File: src/hw/rtl/prhf_pkg.sv
// Package: types and constants of the record header finder.
`default_nettype none

package prhf_pkg;

  localparam int unsigned PositionBitsDef = 32;

  localparam int unsigned OffsetW   = 32;
  localparam int unsigned LengthW   = 16;
  localparam int unsigned FieldW    = 16;
  localparam int unsigned InTdataW  = 8;
  localparam int unsigned OutTdataW = 56;

  localparam int unsigned BoxUuidStart = 8;
  localparam int unsigned SysUuidStart = 28;
  localparam int unsigned UuidLen      = 16;
  localparam int unsigned CountLowPos  = 52;
  localparam int unsigned RecordsStart = 54;

  localparam logic [FieldW-1:0] HeaderRecordType = 16'h0001;

  localparam logic [7:0] BoxUuid [UuidLen] = '{
    8'hD0, 8'h8A, 8'h4F, 8'h18, 8'h10, 8'hF3, 8'h4A, 8'h82,
    8'hB6, 8'hC8, 8'h32, 8'hD8, 8'hAB, 8'hA1, 8'h83, 8'hD3
  };
  localparam logic [7:0] SysUuid [UuidLen] = '{
    8'h9A, 8'h04, 8'hF0, 8'h79, 8'h98, 8'h40, 8'h42, 8'h86,
    8'hAB, 8'h92, 8'hE6, 8'h5B, 8'hE0, 8'h88, 8'h5F, 8'h95
  };

  typedef enum logic [5:0] {
    PhHdr    = 6'b000001,
    PhTypeLo = 6'b000010,
    PhTypeHi = 6'b000100,
    PhLenLo  = 6'b001000,
    PhLenHi  = 6'b010000,
    PhSkip   = 6'b100000
  } prhf_phase_e;

  typedef struct packed {
    logic       last_byte;
    logic [7:0] byte_value;
  } prhf_item_t;

  typedef struct packed {
    logic                 status;
    logic [OffsetW-1:0]   header_offset;
    logic [LengthW-1:0]   header_length;
  } prhf_result_t;

endpackage

`default_nettype wire

File: src/hw/rtl/pssh_record_header_finder_core.sv
// Top level of the record header finder: input register, parser, result register.
//
//  channel  dir  tdata (low bit up)                          tlast
//  s_axis   in   byte_value[7:0]                             last_byte
//  m_axis   out  status, header_offset[31:0],                -
//                header_length[15:0], 7 zero bits
//
// One byte item is taken per cycle unless the input stalls; the parser step is
// combinational logic between the input register and the result register.
// The result register loads when the parser steps on the byte that causes it.
// rst_ni (async, active low) returns the parser to the start of a box.
// Input stalls only while a result waits in the result register and
// m_axis_tready is low.
`default_nettype none

module pssh_record_header_finder_core #(
  parameter int unsigned POSITION_BITS = prhf_pkg::PositionBitsDef
) (
  input  wire logic                          clk_i,
  input  wire logic                          rst_ni,
  input  wire logic                          s_axis_tvalid,
  output logic                               s_axis_tready,
  input  wire logic [prhf_pkg::InTdataW-1:0] s_axis_tdata,   // byte_value[7:0]
  input  wire logic                          s_axis_tlast,
  output logic                               m_axis_tvalid,
  input  wire logic                          m_axis_tready,
  output logic [prhf_pkg::OutTdataW-1:0]     m_axis_tdata    // status, offset, length, pad
);

  prhf_pkg::prhf_item_t   in_item, st_item;
  prhf_pkg::prhf_result_t result;
  logic                   st_valid, space, step, emit;

  assign in_item = '{last_byte: s_axis_tlast, byte_value: s_axis_tdata};
  assign step    = st_valid && space;

  prhf_in_stage u_in (
    .clk_i     (clk_i),
    .rst_ni    (rst_ni),
    .s_valid_i (s_axis_tvalid),
    .s_ready_o (s_axis_tready),
    .item_i    (in_item),
    .take_i    (step),
    .valid_o   (st_valid),
    .item_o    (st_item)
  );

  prhf_parser #(
    .PositionBits (POSITION_BITS)
  ) u_parser (
    .clk_i    (clk_i),
    .rst_ni   (rst_ni),
    .step_i   (step),
    .item_i   (st_item),
    .emit_o   (emit),
    .result_o (result)
  );

  prhf_out_stage u_out (
    .clk_i     (clk_i),
    .rst_ni    (rst_ni),
    .load_i    (step && emit),
    .result_i  (result),
    .space_o   (space),
    .m_valid_o (m_axis_tvalid),
    .m_ready_i (m_axis_tready),
    .m_data_o  (m_axis_tdata)
  );

endmodule

`default_nettype wire

File: src/hw/rtl/prhf_in_stage.sv
// Input register: holds one accepted byte item for the parser.
`default_nettype none

module prhf_in_stage (
  input  wire logic                clk_i,
  input  wire logic                rst_ni,
  input  wire logic                s_valid_i,
  output logic                     s_ready_o,
  input  wire prhf_pkg::prhf_item_t item_i,
  input  wire logic                take_i,
  output logic                     valid_o,
  output prhf_pkg::prhf_item_t     item_o
);

  logic                 valid_q;
  prhf_pkg::prhf_item_t item_q;

  assign s_ready_o = !valid_q || take_i;
  assign valid_o   = valid_q;
  assign item_o    = item_q;

  always_ff @(posedge clk_i or negedge rst_ni) begin
    if (!rst_ni) begin
      valid_q <= 1'b0;
    end else if (s_valid_i && s_ready_o) begin
      valid_q <= 1'b1;
    end else if (take_i) begin
      valid_q <= 1'b0;
    end
  end

  always_ff @(posedge clk_i) begin
    if (s_valid_i && s_ready_o) begin
      item_q <= item_i;
    end
  end

endmodule

`default_nettype wire

File: src/hw/rtl/prhf_parser.sv
// Parser state and the per-byte step logic.
`default_nettype none

module prhf_parser #(
  parameter int unsigned PositionBits = prhf_pkg::PositionBitsDef
) (
  input  wire logic                 clk_i,
  input  wire logic                 rst_ni,
  input  wire logic                 step_i,
  input  wire prhf_pkg::prhf_item_t item_i,
  output logic                      emit_o,
  output prhf_pkg::prhf_result_t    result_o
);

  localparam int unsigned FW = prhf_pkg::FieldW;
  localparam logic [PositionBits-1:0] PosMax     = '1;
  localparam logic [PositionBits-1:0] BoxLo      = PositionBits'(prhf_pkg::BoxUuidStart);
  localparam logic [PositionBits-1:0] BoxHi      =
    PositionBits'(prhf_pkg::BoxUuidStart + prhf_pkg::UuidLen);
  localparam logic [PositionBits-1:0] SysLo      = PositionBits'(prhf_pkg::SysUuidStart);
  localparam logic [PositionBits-1:0] SysHi      =
    PositionBits'(prhf_pkg::SysUuidStart + prhf_pkg::UuidLen);
  localparam logic [PositionBits-1:0] CntLoPos   = PositionBits'(prhf_pkg::CountLowPos);
  localparam logic [PositionBits-1:0] CntHiPos   = PositionBits'(prhf_pkg::RecordsStart - 1);
  localparam logic [3:0]              BoxIdxBase = 4'(prhf_pkg::BoxUuidStart);
  localparam logic [3:0]              SysIdxBase = 4'(prhf_pkg::SysUuidStart);

  logic [PositionBits-1:0] pos_q, pos_d;
  prhf_pkg::prhf_phase_e   phase_q, phase_d;
  logic [FW-1:0]           left_q, left_d;
  logic [FW-1:0]           asm_q, asm_d;
  logic [FW-1:0]           kind_q, kind_d;
  logic [FW-1:0]           skip_q, skip_d;
  logic                    given_q, given_d;

  logic [7:0]    b;
  logic [3:0]    box_idx, sys_idx;
  logic [FW-1:0] word, left_dec, skip_dec;

  assign b        = item_i.byte_value;
  assign box_idx  = pos_q[3:0] - BoxIdxBase;
  assign sys_idx  = pos_q[3:0] - SysIdxBase;
  assign word     = {b, asm_q[7:0]};
  assign left_dec = left_q - FW'(1);
  assign skip_dec = skip_q - FW'(1);

  always_comb begin
    pos_d    = pos_q;
    phase_d  = phase_q;
    left_d   = left_q;
    asm_d    = asm_q;
    kind_d   = kind_q;
    skip_d   = skip_q;
    given_d  = given_q;
    emit_o   = 1'b0;
    result_o = '{status: 1'b1, header_offset: '0, header_length: '0};

    if (!given_q) begin
      unique case (phase_q)
        prhf_pkg::PhHdr: begin
          if (pos_q >= BoxLo && pos_q < BoxHi) begin
            if (b != prhf_pkg::BoxUuid[box_idx]) emit_o = 1'b1;
          end else if (pos_q >= SysLo && pos_q < SysHi) begin
            if (b != prhf_pkg::SysUuid[sys_idx]) emit_o = 1'b1;
          end else if (pos_q == CntLoPos) begin
            asm_d = {8'h00, b};
          end else if (pos_q == CntHiPos) begin
            left_d = word;
            if (word == '0) emit_o = 1'b1;
            else phase_d = prhf_pkg::PhTypeLo;
          end
        end
        prhf_pkg::PhTypeLo: begin
          asm_d   = {8'h00, b};
          phase_d = prhf_pkg::PhTypeHi;
        end
        prhf_pkg::PhTypeHi: begin
          kind_d  = word;
          phase_d = prhf_pkg::PhLenLo;
        end
        prhf_pkg::PhLenLo: begin
          asm_d   = {8'h00, b};
          phase_d = prhf_pkg::PhLenHi;
        end
        prhf_pkg::PhLenHi: begin
          if (kind_q == prhf_pkg::HeaderRecordType) begin
            emit_o                 = 1'b1;
            result_o.status        = 1'b0;
            result_o.header_offset = prhf_pkg::OffsetW'((pos_q == PosMax) ? PosMax
                                                                          : pos_q + 1'b1);
            result_o.header_length = word;
          end else begin
            left_d = left_dec;
            if (left_dec == '0) begin
              emit_o = 1'b1;
            end else if (word == '0) begin
              phase_d = prhf_pkg::PhTypeLo;
            end else begin
              skip_d  = word;
              phase_d = prhf_pkg::PhSkip;
            end
          end
        end
        prhf_pkg::PhSkip: begin
          skip_d = skip_dec;
          if (skip_dec == '0) phase_d = prhf_pkg::PhTypeLo;
        end
        default: begin
          emit_o = 1'b1;
        end
      endcase
      if (emit_o) given_d = 1'b1;
    end

    if (item_i.last_byte && !given_d) begin
      emit_o   = 1'b1;
      result_o = '{status: 1'b1, header_offset: '0, header_length: '0};
    end

    if (item_i.last_byte) begin
      pos_d   = '0;
      phase_d = prhf_pkg::PhHdr;
      left_d  = '0;
      asm_d   = '0;
      kind_d  = '0;
      skip_d  = '0;
      given_d = 1'b0;
    end else if (pos_q != PosMax) begin
      pos_d = pos_q + 1'b1;
    end
  end

  always_ff @(posedge clk_i or negedge rst_ni) begin
    if (!rst_ni) begin
      pos_q   <= '0;
      phase_q <= prhf_pkg::PhHdr;
      left_q  <= '0;
      asm_q   <= '0;
      kind_q  <= '0;
      skip_q  <= '0;
      given_q <= 1'b0;
    end else if (step_i) begin
      pos_q   <= pos_d;
      phase_q <= phase_d;
      left_q  <= left_d;
      asm_q   <= asm_d;
      kind_q  <= kind_d;
      skip_q  <= skip_d;
      given_q <= given_d;
    end
  end

endmodule

`default_nettype wire

File: src/hw/rtl/prhf_out_stage.sv
// Result register: holds one result item until the sink takes it.
`default_nettype none

module prhf_out_stage (
  input  wire logic                  clk_i,
  input  wire logic                  rst_ni,
  input  wire logic                  load_i,
  input  wire prhf_pkg::prhf_result_t result_i,
  output logic                       space_o,
  output logic                       m_valid_o,
  input  wire logic                  m_ready_i,
  output logic [prhf_pkg::OutTdataW-1:0] m_data_o
);

  localparam int unsigned PadW =
    prhf_pkg::OutTdataW - 1 - prhf_pkg::OffsetW - prhf_pkg::LengthW;

  logic                   valid_q;
  prhf_pkg::prhf_result_t res_q;

  assign space_o   = !valid_q || m_ready_i;
  assign m_valid_o = valid_q;
  assign m_data_o  = {{PadW{1'b0}}, res_q.header_length, res_q.header_offset, res_q.status};

  always_ff @(posedge clk_i or negedge rst_ni) begin
    if (!rst_ni) begin
      valid_q <= 1'b0;
    end else if (load_i) begin
      valid_q <= 1'b1;
    end else if (m_ready_i) begin
      valid_q <= 1'b0;
    end
  end

  always_ff @(posedge clk_i) begin
    if (load_i) begin
      res_q <= result_i;
    end
  end

endmodule

`default_nettype wire

File: config.mk
export PLATFORM = sky130hd
export DESIGN_NAME = pssh_record_header_finder_core
export DESIGN_NICKNAME = d
export VERILOG_FILES = /design/src/hw/rtl/prhf_pkg.sv /design/src/hw/rtl/pssh_record_header_finder_core.sv /design/src/hw/rtl/prhf_in_stage.sv /design/src/hw/rtl/prhf_parser.sv /design/src/hw/rtl/prhf_out_stage.sv
export SDC_FILE = /design/constraint.sdc
export NUM_CORES = 1
export LEC_CHECK = 0
export ABC_CLOCK_PERIOD_IN_PS = 12400
export BUFFER_PORTS_ARGS = -buffer_cell sky130_fd_sc_hd__buf_2
export CAP_MARGIN = 10
export CORE_UTILIZATION = 60
export DETAILED_ROUTE_END_ITERATION = 10
export HOLD_SLACK_MARGIN = 0.02
export PLACE_DENSITY = 0.8
export REMOVE_ABC_BUFFERS = 1
export SLEW_MARGIN = 20
export SYNTH_ARGS = -nofsm -noshare
export SYNTH_HDL_FRONTEND = slang
export SYNTH_SLANG_ARGS = --single-unit
File: constraint.sdc
create_clock -name clk_i -period 12.4 [get_ports clk_i]
set_clock_uncertainty 0.05 [all_clocks]
set_input_delay 0 -clock clk_i [delete_from_list [all_inputs] [get_ports clk_i]]
set_output_delay 0 -clock clk_i [all_outputs]
set_load 0.005 [all_outputs]
==> results.md, run 1 <==
- CTS H-Tree Depth: 4
- I/O Buffers: 63
- Sink Count: 155
- Pre-CTS WS: 8.09 ns
- Initial antenna violation count: 0
- Sequential fraction of the synthesis area: 0.463
- HP Class: input port to flip-flop
- Initial Util: 0.617
- Core box area: 14600 um^2
- Ys flop type: dfrtp_1
- Clock Tree Root: clkbuf_16
- Final WL: 22.7 mm
- Placed cell area: 9330 um^2
- Async S/R FF share, synth: 0.626
- Post-synth EDFFs: 58
- Fmax: 0.232 GHz
- Synth Instances: 1008
- Die Span Y: 124 um
- Die ar.: 15500 um^2
- Final cell count without fillers: 1239
- Setup violations, final: 0
- CP endpoint kind: flip-flop
- Final worst slack: 8.08 ns
- Post-route ant nets: 0
- Largest net degree at the start of global routing: 67
- FP Rows: 44
- Grt ovf: 0
- Slew HR: 0.346
- WS Path Type: flip-flop to flip-flop
- Cts repair resizes: 0
- Number of diodes: 0
- Post-Route Utilization: 0.690
- CTS clk-pin slew, worst paths: 0.07 ns
- Layout cells sized above 1: 0.129
- Fin crit share: 0.348
- Fin nets: 1068
- Die Wd: 124 um
- Post-synthesis adder-cell area fraction: 0.0181
- Overall power: 2.11 mW
- Crit path max fanout: 30
- CTS tree: yes
- DR vias/cell: 6.39
- Min Hold Slack: 0.223 ns
- Critical Path Start Type: flip-flop
- Area grow syn2layout: 11.9%
- First-pass GRT wire length: 37.4 mm
- Vias in the first global route: 7346
- Compound-Gate Fraction of Synth Area: 0.174
- Largest family of logic cells by synthesized area: simple AND/OR/NAND/NOR gates
- CTS buffer count: 17
- GR Util All Layers: 0.304
- Worst endpoint required time: 12.46 ns
- Measured slew at the worst slew-check pin: 0.980 ns
- Critical path arrival: 4.37 ns
- Dpl hpwl: 14.6 mm
- # DRC: 0
- Fillers: 1080
- RSZ-0062 raised after global routing: false
- CTS max path bufs: 2
- Design Area, Final: 10100 um^2
- Number of distinct library cells after synthesis: 72
- Drt first pass iters: 6
- Avg Cell Area, Syn: 8.93 um^2
- Fraction of synthesized cell area in xor and xnor cells: 0.0496
- DR vias: 7923
- Starting DRT DRC Count: 983
- LEAKAGE: 3.99 nW
- MaxCap Viol Count: 0
- Power density cells: 210 nW/um^2
- Wire length per cell: 18.3 um
- Placed Instances: 1192
- # IOs: 71
- Final Slew Violations: 0
- Setup TNS: 0 ns
- Warnings, synthesis: 0
- Post-synthesis mux area share: 0.0282
- Simple-gate portion of the synthesized area: 0.221
- RePlAce Congestion: 0.898
- FF+latch count, synth: 155
- Final min period: 4.32 ns
- Outcome: completed
- IR drop worst, VDD: 0.133 mV
- Hold Violations, Final: 0
- Clk_lat worst skew: 0.43 ns
- Mapped cell area: 9000 um^2
==> cell usage in the layout (no fill, tap or decap), types with 5 or more instances in the layout <==
cell,synthesis,final
nand2_1,104,104
inv_1,21,21
nor2_1,102,102
a21oi_1,87,87
nand4_1,18,18
clkbuf_16,0,17
and3_1,14,14
xor2_1,16,16
nor3_1,29,29
o31ai_1,16,16
o21ai_0,109,107
xnor2_1,35,35
edfxtp_1,58,58
nor4_1,30,30
ha_1,13,13
nand2b_1,5,5
buf_4,8,9
dlygate4sd3_1,0,15
or4_1,6,6
and2_1,24,24
nand3_1,24,23
conb_1,1,7
or3_1,8,8
mux2_2,11,11
o21ai_1,7,7
buf_2,3,62
a31oi_1,5,5
dfrtp_1,96,96
nor2b_1,13,13
==> cell type report <==
cell class / instances / area (um^2) / share of cell area
tap: 184 / 230 / 0.0229
sequential: 155 / 4170 / 0.414
clock buffer: 18 / 429 / 0.0426
multi-input combinational: 759 / 4480 / 0.445
clock inverter: 14 / 136 / 0.0135
timing repair buffer: 87 / 543 / 0.0539
inverter: 22 / 82.6 / 0.00820
==> cell families (layout without fill, tap and decap cells) <==
family,count (synthesis),in the layout
fa+ha+maj,13,13
other cells,1,7
compound gates,268,268
simple gates,401,401
mux,19,19
xor+xnor,51,51
flops,155,155
buf+inv,100,141
==> report_power, final <==
part	total [mW]	internal [mW]	switching [mW]
clock	0.503	0.280	0.223
combinational	0.763	0.303	0.460
sequential	0.848	0.675	0.173
==> path summary, 6_finish.rpt <==
path                                           startpoint                                to  slack, ns  depth (start not counted)
min                                       s_axis_tdata[0]          u_in.item_o[0]$_DFFE_PP_       0.22                          2
max                         u_parser.pos_q[2]$_DFFE_PN0P_  u_out.m_data_o[44]$_SDFFCE_PP0P_       8.08                          9
min in group asynchronous                          rst_ni   u_parser.skip_q[15]$_DFFE_PN0P_       0.51                          3
max in group asynchronous                          rst_ni    u_parser.pos_q[10]$_DFFE_PN0P_      10.63                          4
min reg2reg                u_parser.kind_q[1]$_DFFE_PN0P_    u_parser.kind_q[1]$_DFFE_PN0P_       0.42                          2
max reg2reg                 u_parser.pos_q[2]$_DFFE_PN0P_  u_out.m_data_o[44]$_SDFFCE_PP0P_       8.08                          9
==> routing by layer <==
metal	up-vias	routed length (um)	track usage
met4	0	633	0.116
li1	3698	-	-
met3	65	1630	0.0619
met5	-	0	0
met2	385	10700	0.468
met1	3775	9750	0.424
==> flip-flops by register name, indices dropped and copies added, names as in the netlist <==
signal and flops:
u_parser.phase_q 6, u_in.valid_o 1, u_parser.given_q 1, u_out.m_data_o 49, u_parser.pos_q 32, u_parser.asm_q 8
u_parser.left_q 16, u_out.m_valid_o 1, u_parser.skip_q 16, u_parser.kind_q 16, u_in.item_o 9
==> what timing repair did <==
| item | 4_1_cts | 5_1_grt |
|---|---|---|
| hold buffers | 15 | 0 |
| endpoints found under the hold margin | 42 | 0 |
| setup endpoints to repair | 0 | 0 |
| setup buffers | 0 | 0 |
==> synthesized netlist by cell type (all sizes together) (3+ instances only) <==
| cell type | instances | area share |
|---|---|---|
| o21ai | 117 | 0.065 |
| nand2 | 104 | 0.043 |
| nor2 | 102 | 0.043 |
| dfrtp | 96 | 0.27 |
| a21oi | 87 | 0.048 |
| clkbuf | 60 | 0.025 |
| edfxtp | 58 | 0.19 |
| xnor2 | 35 | 0.034 |
| nor3 | 30 | 0.017 |
| nor4 | 30 | 0.021 |
| and2 | 25 | 0.017 |
| nand3 | 24 | 0.013 |
| inv | 22 | 0.0092 |
| buf | 18 | 0.011 |
| nand4 | 18 | 0.013 |
| o31ai | 17 | 0.015 |
| xor2 | 16 | 0.016 |
| and3 | 14 | 0.0097 |
| ha | 13 | 0.018 |
| nor2b | 13 | 0.0090 |
| mux2 | 11 | 0.014 |
| or3 | 8 | 0.0056 |
| or4 | 6 | 0.0050 |
| a31oi | 5 | 0.0035 |
| nand2b | 5 | 0.0035 |
| o311ai | 5 | 0.0057 |
| a211oi | 4 | 0.0053 |
| a22oi | 4 | 0.0033 |
| mux2i | 4 | 0.0044 |
| mux4 | 4 | 0.010 |
| nor3b | 4 | 0.0033 |
| and4 | 3 | 0.0029 |
| nand4b | 3 | 0.0036 |
| or2 | 3 | 0.0021 |
==> worst max-delay path: stages, from the launching register on <==
cell and delay (ns):
dfrtp_1 0.97, ha_1 0.51, mux4_2 0.57, xor2_1 0.14, nor4_1 0.07, and3_1 0.20, nand4_1 0.09, o311ai_0 0.31
a211oi_4 0.64, buf_4 0.41
Power figures use the tool's default switching activity.
==> run 2, diff against run 1 <==
--- a/config.mk
+++ b/config.mk
@@ -5,7 +5,8 @@
 export SDC_FILE = /design/constraint.sdc
 export NUM_CORES = 1
 export LEC_CHECK = 0
-export ABC_CLOCK_PERIOD_IN_PS = 12400
+export ABC_AREA = 1
+export ABC_CLOCK_PERIOD_IN_PS = 4100
 export BUFFER_PORTS_ARGS = -buffer_cell sky130_fd_sc_hd__buf_2
 export CAP_MARGIN = 10
 export CORE_UTILIZATION = 60
==> constraint.sdc (replaced) <==
create_clock -name clk_i -period 4.1 [get_ports clk_i]
set_clock_uncertainty 0.05 [all_clocks]
set_input_delay 0 -clock clk_i [delete_from_list [all_inputs] [get_ports clk_i]]
set_output_delay 0 -clock clk_i [all_outputs]
set_load 0.005 [all_outputs]
==> run 2 against run 1 <==
Compared with the run above:
- the flow now finishes with violations (DRC)
- combinational power grew to 3.9 times the previous value
- global-route usage grew 0.78 points
- fmax rose by 27%
- die area up 1.4%
- largest cell class unchanged
==> results.md, run 2 <==
- Measured slew at the worst slew-check pin: 1.06 ns
- Logic pwr share: 0.424
- Clk_lat worst skew: 0.43 ns
- Most frequent cells in the layout: nand2_1 (287), nor2_1 (177), inv_1 (129)
- Die ar.: 15700 um^2
- Fmax: 0.294 GHz
- Crit path max fanout: 26
- Overall power: 6.93 mW
- IR drop worst, VDD: 0.353 mV
- Wire length per cell: 16.2 um
- Grt ovf: 0
- Power share of the sequential group: 0.349
- WS Path Type: flip-flop to flip-flop
- Clock Power Share: 0.227
- Dpl hpwl: 16.4 mm
- Commonest non-fill, non-tap cell in the layout: nand2_1
- Synth area leaders: dfrtp_1 (26%), edfxtp_1 (19%), nand2_1 (12%)
- Worst R2R Start: u_parser.pos_q[3]$_DFFE_PN0P_
- Slowest stage cell on the critical path: dfrtp_1
- Critical path arrival: 3.49 ns
- Fin crit share: 0.830
- Area grow syn2layout: 12.7%
- Final Slew Violations: 0
- Synth area leader: dfrtp_1
- Setup violations, final: 0
- Avg Cell Area, Syn: 7.80 um^2
- CTS tree: yes
- P_int: 4.00 mW
- Synth Instances: 1170
- Worst path cell trace: inv_2 > ha_1 > inv_2 > nand2_1 > nand3_1 > nand2_1 > nand2_1 > nand2_1 > o21ai_0 > nor2_1 > nand3_1 > nand3_1 > nand2_1 > clkinv_1 > nand2_1 > o21ai_0 > inv_2 > buf_12
- Power density cells: 674 nW/um^2
- DR vias/cell: 5.67
- CTS H-Tree Depth: 4
- Share of Yosys cell area claimed by the top area cell type: 0.263
- Failing checks: DRC
- R2R depth: 18
- CP endpoint kind: flip-flop
- Net load switching power: 2.94 mW
- Async S/R FF share, synth: 0.626
- Setup TNS: 0 ns
- Initial antenna violation count: 0
- MaxCap Viol Count: 0
- Layout cells sized above 1: 0.123
- Sw frac: 0.423
- Mapped cell area: 9120 um^2
- RePlAce Congestion: 0.960
- LEAKAGE: 4.71 nW
- Die Span Y: 125 um
- Hold Violations, Final: 0
- Critical Path Start Type: flip-flop
- First-pass GRT wire length: 38.3 mm
- FF+latch count, synth: 155
- Postcts setup bufs: 0
- CTS buffer count: 17
- Min Hold Slack: 0.179 ns
- Die Wd: 125 um
- Final min period: 3.40 ns
- Max reg flops: 49
- RSZ-0062 raised after global routing: false
- Post-route ant nets: 0
- Final WL: 23.3 mm
- Placed cell area: 9560 um^2
- Slew HR: 0.294
- Reg-to-Reg End: u_out.m_data_o[45]$_SDFFCE_PP0P_
- Vias in the first global route: 7803
- Clock Tree Root: clkbuf_16
- Warnings, synthesis: 0
- Initial Util: 0.621
- CTS clk-pin slew, worst paths: 0.06 ns
- FP Rows: 44
- Starting DRT DRC Count: 953
- GR Util All Layers: 0.312
- CTS max path bufs: 2
- Crit path top cell by count: nand2_1
- Sink Count: 155
- Number of diodes: 0
- Drt first pass iters: 8
- CP max stage delay: 0.60 ns
- Design Area, Final: 10300 um^2
- # DRC: 4
- # IOs: 71
- DR vias: 8170
- Most numerous cell in the Yosys netlist: nand2_1
- Post-synth EDFFs: 58
- Outcome: finished with violations
- Reg-to-reg slack, setup: 0.70 ns
- Sequential fraction of the synthesis area: 0.457
- Worst endpoint required time: 4.18 ns
- I/O Buffers: 63
- Largest net degree at the start of global routing: 69
- Ys flop type: dfrtp_1
- Synth top cells by count: nand2_1 (287), nor2_1 (177), inv_1 (130), dfrtp_1 (96), nand3_1 (78)
- Core box area: 14700 um^2
- HP Class: input port to async pin
- Number of distinct library cells after synthesis: 51
- Fin nets: 1269
## run 2: changes by cell type in the layout (fill, tap and decap cells not counted), moves of 12 or more
cell / before / now
nor2_4: 0 / 14
inv_1: 21 / 129
o21ai_0: 107 / 65
nor2b_1: 13 / 0
a21oi_1: 87 / 11
nor2_1: 102 / 177
and2_1: 24 / 0
o22ai_1: 2 / 32
xor2_1: 16 / 34
nand3_1: 23 / 78
nand2_1: 104 / 287
xnor2_1: 35 / 6
and3_1: 14 / 2
nor4_1: 30 / 5
## run 2: logic make-up (layout without fill, tap and decap cells)
| group | Yosys count | in the layout | synth area share |
|---|---|---|---|
| other | 1 | 7 | 0.000411 |
| buffers and inverters | 184 | 264 | 0.0859 |
| xor gates and xnor gates | 40 | 40 | 0.0384 |
| AOI/OAI and AO/OA | 145 | 145 | 0.0927 |
| adders and majority gates | 13 | 13 | 0.0178 |
| DFF | 155 | 155 | 0.457 |
| and+or+nand+nor | 632 | 632 | 0.308 |
## run 2: area by class of cell
class | count | area, um^2
inverters | 144 | 541
well taps | 184 | 230
repair buffers | 88 | 566
flip-flops and latches | 155 | 4170
fillers | 1173 | 4420
multi-input cells | 837 | 4190
clock buffers | 19 | 443
clock inverters | 13 | 143
## run 2: through the flow
step / instances / util / setup slack, ns
after global placement: 1394 / 0.650 / 0.809
final: 1440 / 0.700 / 0.695
after detailed placement: 1394 / 0.650 / 0.745
after floorplan: 1136 / - / 0.687
after global routing: 1440 / 0.700 / 0.342
after CTS: 1440 / 0.700 / 0.729
## run 2: power groups by stage
stage	Clock [mW]	Combinational, mW	Sequential [mW]
2_1_floorplan	0	1.85	2.36
3_3_place_gp	0	2.81	2.43
3_5_place_dp	0	2.85	2.43
4_1_cts	1.58	2.90	2.41
5_1_grt	1.64	3.30	2.47
6_report	1.57	2.94	2.42
## run 2: worst max path at each step
| stage | from | endpoint | cells past startpoint |
|---|---|---|---|
| final | u_parser.pos_q[3]$_DFFE_PN0P_ | u_out.m_data_o[45]$_SDFFCE_PP0P_ | 18 |
| after global routing | u_parser.pos_q[3]$_DFFE_PN0P_ | u_out.m_data_o[48]$_SDFFCE_PP0P_ | 18 |
| after CTS | u_parser.pos_q[3]$_DFFE_PN0P_ | u_out.m_data_o[47]$_SDFFCE_PP0P_ | 18 |
| after detailed placement | u_parser.pos_q[3]$_DFFE_PN0P_ | u_out.m_data_o[47]$_SDFFCE_PP0P_ | 18 |
| after global placement | u_parser.pos_q[3]$_DFFE_PN0P_ | u_out.m_data_o[46]$_SDFFCE_PP0P_ | 18 |
| after floorplan | u_parser.pos_q[3]$_DFFE_PN0P_ | u_out.m_data_o[0]$_SDFFCE_PP1P_ | 17 |
## run 2: per-layer routing
layer,GRT usage,routed length [um],vias to the layer above
li1,-,-,3950
met1,0.423,10200,3837
met2,0.506,11000,337
met3,0.0484,1540,46
met4,0.123,574,0
met5,0,0,-
## run 2: worst max-delay path: cells and delay by family, from the launching register on
| kind | cells | cell delay, ns |
|---|---|---|
| and+or+nand+nor | 10 | 0.70 |
| buffers and inverters | 5 | 1.11 |
| DFF | 1 | 0.60 |
| adders and majority gates | 1 | 0.42 |
| AOI/OAI and AO/OA | 2 | 0.19 |
## run 2: what timing repair did
action | 4_1_cts | 5_1_grt
hold buffers | 14 | 0
endpoints found under the hold margin | 78 | 0
resized for setup | 0 | 0
